[src/hw/rtl/dspg_pkg.sv]
// ----------------------------------------------------------------------------
// dspg_pkg
// Types and constants shared by the dual step pulse generator.
// ----------------------------------------------------------------------------
package dspg_pkg;

    localparam int NUM_CHANNELS_DEF = 2;

    localparam int RATE_W    = 18;
    localparam int REQ_W     = 20;
    localparam int HALF_W    = 15;
    localparam int CFG_IDX_W = 2;

    localparam logic [RATE_W-1:0] TICKS_PER_HALF_SEC = 18'd250000;
    localparam logic [RATE_W-1:0] HALF_PERIOD_MAX    = 18'd32767;
    localparam logic [RATE_W-1:0] MIN_RATE_HZ        = 18'd8;
    localparam logic [RATE_W-1:0] MAX_RATE_RST       = 18'd50000;

    localparam logic REQ_SET_RATE = 1'b0;
    localparam logic REQ_TICK     = 1'b1;

    localparam logic [CFG_IDX_W-1:0] CFG_MAX_RATE = 2'd0;
    localparam logic [CFG_IDX_W-1:0] CFG_INVERT   = 2'd1;

    typedef struct packed {
        logic             req_type;
        logic             channel_sel;
        logic [REQ_W-1:0] step_rate_hz;
    } t_req;

    typedef struct packed {
        logic              left_step_level;
        logic              right_step_level;
        logic              left_active;
        logic              right_active;
        logic [HALF_W-1:0] left_half_ticks;
        logic [HALF_W-1:0] right_half_ticks;
    } t_res;

    typedef struct packed {
        logic [CFG_IDX_W-1:0] reg_index;
        logic [RATE_W-1:0]    wr_data;
    } t_cfg;

endpackage

[src/hw/rtl/dspg_stream_if.sv]
// ----------------------------------------------------------------------------
// dspg_stream_if
// Valid/ready channel carrying one request of payload type T.
// ----------------------------------------------------------------------------
interface dspg_stream_if #(
    parameter type T = logic
) ();
    logic valid;
    logic ready;
    T     data;

    modport source (output valid, output data, input ready);
    modport sink   (input valid, input data, output ready);
endinterface

[src/hw/rtl/dspg_div.sv]
// ----------------------------------------------------------------------------
// dspg_div
// Restoring divider, one quotient bit per cycle, dividend and divisor latched at start.
// ----------------------------------------------------------------------------
module dspg_div #(
    parameter int W = dspg_pkg::RATE_W
) (
    input  logic         i_clk,
    input  logic         i_rst_n,
    input  logic         i_start,
    input  logic [W-1:0] i_dividend,
    input  logic [W-1:0] i_divisor,
    output logic         o_busy,
    output logic [W-1:0] o_quot
);
    import dspg_pkg::*;

    localparam int CNT_W = $clog2(W);

    logic             r_busy;
    logic [CNT_W-1:0] r_cnt;
    logic [W-1:0]     r_rem;
    logic [W-1:0]     r_quot;
    logic [W-1:0]     r_div;
    logic [W:0]       rem_sh;
    logic             fits;

    assign rem_sh = {r_rem, r_quot[W-1]};
    assign fits   = rem_sh >= {1'b0, r_div};

    always_ff @(posedge i_clk) begin
        if (!i_rst_n) begin
            r_busy <= 1'b0;
            r_cnt  <= '0;
        end else if (i_start) begin
            r_busy <= 1'b1;
            r_cnt  <= '0;
        end else if (r_busy) begin
            r_cnt <= r_cnt + 1'b1;
            if (r_cnt == CNT_W'(W - 1)) begin
                r_busy <= 1'b0;
            end
        end
    end

    always_ff @(posedge i_clk) begin
        if (i_start) begin
            r_rem  <= '0;
            r_quot <= i_dividend;
            r_div  <= i_divisor;
        end else if (r_busy) begin
            if (fits) begin
                r_rem <= W'(rem_sh - {1'b0, r_div});
            end else begin
                r_rem <= rem_sh[W-1:0];
            end
            r_quot <= {r_quot[W-2:0], fits};
        end
    end

    assign o_busy = r_busy;
    assign o_quot = r_quot;

endmodule

[src/hw/rtl/dual_step_pulse_generator.sv]
// ----------------------------------------------------------------------------
// dual_step_pulse_generator
// Two-channel step pulse generator with rate clamp and pin polarity control.
// ----------------------------------------------------------------------------
// A tick request is answered in the cycle after it is taken. A set-rate request
// that is out of range, stops a channel or repeats the stored rate is also
// answered that way; one that restarts a channel runs an 18-step bit-serial
// division of 250000 by the rate, during which no request is taken. A result
// waits in the output register; the next request is taken while it is being
// read.
// ----------------------------------------------------------------------------
module dual_step_pulse_generator #(
    parameter int NUM_CHANNELS = dspg_pkg::NUM_CHANNELS_DEF
) (
    input  logic          i_clk,
    input  logic          i_rst_n,
    dspg_stream_if.sink   i_req,
    dspg_stream_if.source o_res,
    dspg_stream_if.sink   i_cfg
);
    import dspg_pkg::*;

    localparam int CH_W = (NUM_CHANNELS > 1) ? $clog2(NUM_CHANNELS) : 1;

    localparam logic ST_IDLE = 1'b0;
    localparam logic ST_DIV  = 1'b1;

    logic              r_state, n_state;
    logic [RATE_W-1:0] r_max;
    logic              r_inv;

    logic [RATE_W-1:0] r_rate  [NUM_CHANNELS];
    logic [HALF_W-1:0] r_half  [NUM_CHANNELS];
    logic [HALF_W-1:0] r_cnt   [NUM_CHANNELS];
    logic              r_phase [NUM_CHANNELS];
    logic [RATE_W-1:0] n_rate  [NUM_CHANNELS];
    logic [HALF_W-1:0] n_half  [NUM_CHANNELS];
    logic [HALF_W-1:0] n_cnt   [NUM_CHANNELS];
    logic              n_phase [NUM_CHANNELS];

    logic [CH_W-1:0]   r_sel, n_sel;
    logic [RATE_W-1:0] r_clamp, n_clamp;

    logic              r_out_valid;
    t_res              r_out, n_out;

    logic              in_ready;
    logic              accept;
    logic              out_free;
    logic              load;
    logic              use_cur;
    logic              div_start;
    logic              div_busy;
    logic [RATE_W-1:0] div_quot;
    logic [RATE_W-1:0] clamped;
    logic              sel_ok;
    logic [CH_W-1:0]   sel_idx;
    logic [RATE_W-1:0] half_sat;

    dspg_div #(
        .W(RATE_W)
    ) u_div (
        .i_clk      (i_clk),
        .i_rst_n    (i_rst_n),
        .i_start    (div_start),
        .i_dividend (TICKS_PER_HALF_SEC),
        .i_divisor  (n_clamp),
        .o_busy     (div_busy),
        .o_quot     (div_quot)
    );

    assign out_free  = !r_out_valid || o_res.ready;
    assign in_ready  = (r_state == ST_IDLE) && out_free;
    assign accept    = i_req.valid && in_ready;
    assign i_req.ready = in_ready;
    assign i_cfg.ready = 1'b1;

    assign clamped = ({2'b00, r_max} < i_req.data.step_rate_hz) ? r_max
                                                                : i_req.data.step_rate_hz[RATE_W-1:0];
    assign sel_ok  = (32'(i_req.data.channel_sel) < NUM_CHANNELS);
    assign sel_idx = CH_W'(i_req.data.channel_sel);

    always_comb begin
        half_sat = div_quot;
        if (div_quot > HALF_PERIOD_MAX) begin
            half_sat = HALF_PERIOD_MAX;
        end else if (div_quot == '0) begin
            half_sat = RATE_W'(1);
        end
    end

    always_comb begin
        logic [HALF_W-1:0] cnt_inc;
        n_state   = r_state;
        n_sel     = r_sel;
        n_clamp   = r_clamp;
        n_rate    = r_rate;
        n_half    = r_half;
        n_cnt     = r_cnt;
        n_phase   = r_phase;
        div_start = 1'b0;
        load      = 1'b0;
        use_cur   = 1'b0;
        cnt_inc   = '0;
        unique case (r_state)
            ST_IDLE: begin
                if (accept) begin
                    if (i_req.data.req_type == REQ_TICK) begin
                        load    = 1'b1;
                        use_cur = 1'b1;
                        for (int ch = 0; ch < NUM_CHANNELS; ch++) begin
                            if (r_rate[ch] != '0) begin
                                cnt_inc = r_cnt[ch] + 1'b1;
                                if (cnt_inc >= r_half[ch]) begin
                                    n_cnt[ch]   = '0;
                                    n_phase[ch] = !r_phase[ch];
                                end else begin
                                    n_cnt[ch] = cnt_inc;
                                end
                            end
                        end
                    end else if (!sel_ok) begin
                        load = 1'b1;
                    end else if (clamped < MIN_RATE_HZ) begin
                        n_rate[sel_idx]  = '0;
                        n_half[sel_idx]  = '0;
                        n_cnt[sel_idx]   = '0;
                        n_phase[sel_idx] = 1'b0;
                        load = 1'b1;
                    end else if (clamped == r_rate[sel_idx]) begin
                        load = 1'b1;
                    end else begin
                        n_sel     = sel_idx;
                        n_clamp   = clamped;
                        div_start = 1'b1;
                        n_state   = ST_DIV;
                    end
                end
            end
            ST_DIV: begin
                if (!div_busy && out_free) begin
                    n_rate[r_sel]  = r_clamp;
                    n_half[r_sel]  = half_sat[HALF_W-1:0];
                    n_cnt[r_sel]   = '0;
                    n_phase[r_sel] = 1'b0;
                    load    = 1'b1;
                    n_state = ST_IDLE;
                end
            end
            default: begin
                n_state = ST_IDLE;
            end
        endcase
    end

    // result view: level in force before the tick, state after a rate update
    always_comb begin
        logic              act;
        logic              lvl;
        logic [HALF_W-1:0] half;
        n_out = '0;
        n_out.left_step_level  = r_inv;
        n_out.right_step_level = r_inv;
        act  = 1'b0;
        lvl  = 1'b0;
        half = '0;
        for (int ch = 0; ch < NUM_CHANNELS; ch++) begin
            if (use_cur) begin
                act  = (r_rate[ch] != '0);
                half = r_half[ch];
                lvl  = act ? (r_phase[ch] ? r_inv : !r_inv) : r_inv;
            end else begin
                act  = (n_rate[ch] != '0);
                half = n_half[ch];
                lvl  = act ? (n_phase[ch] ? r_inv : !r_inv) : r_inv;
            end
            if (ch == 0) begin
                n_out.right_step_level = lvl;
                n_out.right_active     = act;
                n_out.right_half_ticks = half;
            end else if (ch == 1) begin
                n_out.left_step_level = lvl;
                n_out.left_active     = act;
                n_out.left_half_ticks = half;
            end
        end
    end

    always_ff @(posedge i_clk) begin
        if (!i_rst_n) begin
            r_state     <= ST_IDLE;
            r_out_valid <= 1'b0;
            r_max       <= MAX_RATE_RST;
            r_inv       <= 1'b0;
            for (int ch = 0; ch < NUM_CHANNELS; ch++) begin
                r_rate[ch]  <= '0;
                r_half[ch]  <= '0;
                r_cnt[ch]   <= '0;
                r_phase[ch] <= 1'b0;
            end
        end else begin
            r_state <= n_state;
            r_rate  <= n_rate;
            r_half  <= n_half;
            r_cnt   <= n_cnt;
            r_phase <= n_phase;
            if (load) begin
                r_out_valid <= 1'b1;
            end else if (o_res.ready) begin
                r_out_valid <= 1'b0;
            end
            if (i_cfg.valid) begin
                unique case (i_cfg.data.reg_index)
                    CFG_MAX_RATE: r_max <= i_cfg.data.wr_data;
                    CFG_INVERT:   r_inv <= i_cfg.data.wr_data[0];
                    default: begin
                    end
                endcase
            end
        end
    end

    always_ff @(posedge i_clk) begin
        r_sel   <= n_sel;
        r_clamp <= n_clamp;
        if (load) begin
            r_out <= n_out;
        end
    end

    assign o_res.valid = r_out_valid;
    assign o_res.data  = r_out;

endmodule

[src/flat_wrapper.sv]
// flat-port wrapper written by rule: the top's interface ports become plain ports
module dual_step_pulse_generator_flat import dspg_pkg::*;
#(
    parameter int NUM_CHANNELS = dspg_pkg::NUM_CHANNELS_DEF
)
  (i_clk, i_rst_n, i_req_valid, i_req_data, i_req_ready, o_res_valid, o_res_data, o_res_ready, i_cfg_valid, i_cfg_data, i_cfg_ready);
  dspg_stream_if #(.T(t_req)) i_req_i ();
  dspg_stream_if #(.T(t_res)) o_res_i ();
  dspg_stream_if #(.T(t_cfg)) i_cfg_i ();
  input  logic i_clk;
  input  logic i_rst_n;
  input wire logic [$bits(i_req_i.valid)-1:0] i_req_valid;
  input wire logic [$bits(i_req_i.data)-1:0] i_req_data;
  output wire logic [$bits(i_req_i.ready)-1:0] i_req_ready;
  output wire logic [$bits(o_res_i.valid)-1:0] o_res_valid;
  output wire logic [$bits(o_res_i.data)-1:0] o_res_data;
  input wire logic [$bits(o_res_i.ready)-1:0] o_res_ready;
  input wire logic [$bits(i_cfg_i.valid)-1:0] i_cfg_valid;
  input wire logic [$bits(i_cfg_i.data)-1:0] i_cfg_data;
  output wire logic [$bits(i_cfg_i.ready)-1:0] i_cfg_ready;
  assign i_req_i.valid = i_req_valid;
  assign i_req_i.data = i_req_data;
  assign i_req_ready = i_req_i.ready;
  assign o_res_valid = o_res_i.valid;
  assign o_res_data = o_res_i.data;
  assign o_res_i.ready = o_res_ready;
  assign i_cfg_i.valid = i_cfg_valid;
  assign i_cfg_i.data = i_cfg_data;
  assign i_cfg_ready = i_cfg_i.ready;
  dual_step_pulse_generator #(.NUM_CHANNELS(NUM_CHANNELS)) u_core (.i_clk(i_clk), .i_rst_n(i_rst_n), .i_req(i_req_i), .o_res(o_res_i), .i_cfg(i_cfg_i));
endmodule
[config.mk]
export PLATFORM = sky130hd
export DESIGN_NAME = dual_step_pulse_generator_flat
export DESIGN_NICKNAME = d
export VERILOG_FILES = /design/src/hw/rtl/dspg_pkg.sv /design/src/hw/rtl/dspg_stream_if.sv /design/src/hw/rtl/dspg_div.sv /design/src/hw/rtl/dual_step_pulse_generator.sv /design/src/flat_wrapper.sv
export SDC_FILE = /design/constraint.sdc
export NUM_CORES = 1
export LEC_CHECK = 0
export BUFFER_PORTS_ARGS = -buffer_cell sky130_fd_sc_hd__buf_4
export CORE_ASPECT_RATIO = 0.7
export CORE_MARGIN = 2
export CORE_UTILIZATION = 65
export CTS_BUF_LIST = sky130_fd_sc_hd__clkbuf_4
export DETAILED_ROUTE_END_ITERATION = 10
export PLACE_DENSITY = 0.85
export SLEW_MARGIN = 30
export SYNTH_ARGS = -nofsm -noshare
export SYNTH_HDL_FRONTEND = slang
export SYNTH_SLANG_ARGS = --single-unit
export TNS_END_PERCENT = 50
[constraint.sdc]
create_clock -name i_clk -period 8.8 [get_ports i_clk]
set_input_delay 0.44 -clock i_clk [delete_from_list [all_inputs] [get_ports i_clk]]
set_output_delay 0.44 -clock i_clk [all_outputs]
set_load 0.05 [all_outputs]
==> results.json <==
{
  "post-route-drc-count": 0,
  "grt_pass1_wl_um": 51600,
  "async_reset_ff_frac": 0,
  "io_buffers": 82,
  "antenna_found_initial": 0,
  "place_area_um2": 13700,
  "finalCriticalPeriod_ps": 4750,
  "rsz0062_at_grt": "false",
  "wl_um": 32500,
  "start_util": 0.658,
  "post-route-period-util": 0.539,
  "die_w_um": 173,
  "grt_pass1_vias": 9880,
  "tightest_slew_ps": 812,
  "finalSetupTns_ps": 0,
  "final_util": 0.741,
  "synth-main-ff-cell": "dfxtp_1",
  "synth_seq_cells": 232,
  "place_congestion": 0.949,
  "ys.warnings.count": 0,
  "area_growth_pct": 12.7,
  "vias": 11071,
  "critPathMaxFanout": 62,
  "nFillCells": 1437,
  "post-place-ws_ps": 3910,
  "path_clk_slew_ps": 70,
  "dp.cells": 1748,
  "relSlewSlack": 0.458,
  "drtAntennaViolNets": 0,
  "worstSetupPathType": "register to register",
  "core_area_um2": 19700,
  "ir_worst_vdd_uv": 109,
  "cts_tree": "built",
  "die_h_um": 122,
  "detail_route.wl_per_cell_um": 17.4,
  "clock-skew-final_ps": 39.3,
  "root_buffer": "clkbuf_4",
  "layout.cells.non_filler": 1867,
  "synth_cells": 1464,
  "regArea_um2": 5180,
  "nets": 1670,
  "min_path_type": "primary input to register",
  "p_leak_nw": 6.39,
  "avgViaCountPerCell": 5.93,
  "grt_max_degree": 76,
  "hold_ws_ps": 131,
  "p_per_area_nw_per_um2": 196,
  "fin_ws_ps": 4050,
  "drt_iter0_drc": 1313,
  "hold_viol": 0,
  "fp-row-count": 43,
  "cp.arrival_ps": 5160,
  "synth-edff-count": 53,
  "num_antenna_cells": 0,
  "start_kind": "register",
  "syn_area_per_cell_um2": 8.85,
  "max_cap_viol_count": 0,
  "fmax_mhz": 211,
  "cts_setup_buffers": 0,
  "grt.overflow.total": 0,
  "dr.pass1.iters": 8,
  "multi_input_area_um2": 7150,
  "slew_violations": 0,
  "cts.sinks": 232,
  "htree_levels": 2,
  "postSynthNetCount": 1581,
  "clock_latency_ps": 700,
  "total_power_mw": 2.86,
  "dpl.hpwl_um": 22900,
  "clock_path_buffers": 3,
  "boundaryPins": 84,
  "design_area_um2": 14600,
  "drive_above_1_share": 0.154,
  "status": "finished clean",
  "cts_resized": 0,
  "grt.total_usage": 0.304,
  "setup_viol_count_final": 0,
  "cts_inserted_buffers": 55,
  "dieArea_um2": 21100,
  "endpoint_kind": "register",
  "ys_types": 67,
  "ys_seq_area_frac": 0.400,
  "synth.cell_area_um2": 13000,
  "cp.required_ps": 9220
}
## power by group
part           leakage (nW)  total (mW)  switching (mW)  internal [mW]
clock                 0.448       0.930           0.445          0.485
sequential             1.96        1.27          0.0839           1.18
combinational          3.97       0.660           0.386          0.274
## path summary, 6_finish.rpt
path	from	to	slack, ps	cells after the start
worst max-delay path	u_core.r_max[5]$_SDFFE_PN0P_	u_core.u_div.r_div[1]$_DFFE_PP_	4050	13
worst min-delay path	i_cfg_data[19]	u_core.r_max[3]$_SDFFE_PN0P_	130	4
worst max register to register	u_core.r_max[5]$_SDFFE_PN0P_	u_core.u_div.r_div[1]$_DFFE_PP_	4050	13
worst min register to register	u_core.r_max[0]$_SDFFE_PN0P_	u_core.r_max[0]$_SDFFE_PN0P_	470	2
## final cells by class
type / instances / area share
clock buffers: 89 / 0.0458
clock inverters: 12 / 0.00506
inverters: 80 / 0.0206
multi-input cells: 1072 / 0.490
flip-flops and latches: 232 / 0.355
well taps: 270 / 0.0231
repair buffers: 112 / 0.0612
## layer usage
layer,vias up,share of wire,global-route usage
li1,5397,-,-
met2,482,0.41,0.433
met4,0,0.018,0.0847
met5,-,0,0
met1,5135,0.47,0.459
met3,57,0.096,0.0684
## synth_stat cells, types with 4 or more instances
cell,count,area [um2]
nand4_1,11,68.8
o21bai_1,4,30.0
and3_1,52,325
o211ai_1,20,150
edfxtp_1,53,1590
o21ai_0,60,300
buf_2,7,35.0
mux2_2,25,282
o21a_1,41,308
a211oi_1,16,120
nor2_1,131,492
nand3b_1,12,90.1
a31oi_1,4,25.0
inv_1,80,300
a22o_1,8,70.1
nand2b_1,9,56.3
nor4_1,22,138
and2_1,36,225
clkbuf_1,63,236
a211o_1,12,105
xnor2_1,24,210
or4_1,5,37.5
ha_1,69,863
mux2i_1,71,711
o31ai_1,17,128
a21o_1,17,128
nand3_1,41,205
or2_2,7,43.8
nor2b_1,19,119
xor2_1,22,193
mux2_4,9,135
dfxtp_1,179,3580
a22oi_1,7,52.6
nand2_1,162,608
nor3_1,21,105
buf_6,5,56.3
a21oi_1,75,375
## critical path: stages (launching register included)
cell,delay [ps]
dfxtp_1,480
ha_1,310
a21o_1,170
a221oi_2,200
o21ai_1,170
a21oi_4,390
buf_4,520
mux2_2,390
o32ai_1,280
or4_4,220
nor3_4,50
nor3_4,150
buf_4,660
mux2_2,420
## logic make-up (layout without fill, tap and decap cells)
family,count (synthesis),count (layout),synth area share
flops,232,232,0.400
xor+xnor,46,46,0.0311
fa+ha+maj,70,70,0.0682
mux,106,106,0.0879
compound gates,305,305,0.155
other cells,1,1,0.000290
buf+inv,160,293,0.0508
simple gates,544,544,0.207
## sequential cells by signal, indices dropped and copies added, names as in the netlist
signal               cells
u_core.r_rate           36
u_core.o_res.data       34
u_core.r_cnt            30
u_core.r_half           30
u_core.r_clamp          18
u_core.r_max            18
u_core.u_div.o_quot     18
u_core.u_div.r_div      18
u_core.u_div.r_rem      18
u_core.u_div.r_cnt       5
u_core.r_phase           2
u_core.o_res.valid       1
u_core.r_inv             1
u_core.r_sel             1
u_core.r_state           1
u_core.u_div.o_busy      1
## placed cells by master, fill, tap and decap left out, types with 36 or more instances in the layout
| cell type | instances |
|---|---|
| a21oi_1 | 74 |
| and2_1 | 36 |
| and3_1 | 52 |
| buf_4 | 93 |
| clkbuf_4 | 89 |
| dfxtp_1 | 178 |
| edfxtp_1 | 53 |
| ha_1 | 69 |
| inv_1 | 80 |
| mux2i_1 | 71 |
| nand2_1 | 162 |
| nand3_1 | 40 |
| nor2_1 | 130 |
| o21a_1 | 41 |
| o21ai_0 | 60 |
## repair_timing
| action | in CTS | in global routing |
|---|---|---|
| hold buffers | 18 | 0 |
| hold endpoints to repair | 19 | 0 |
| endpoints found under the setup margin | 0 | 0 |
(Power assumes the default switching activity.)
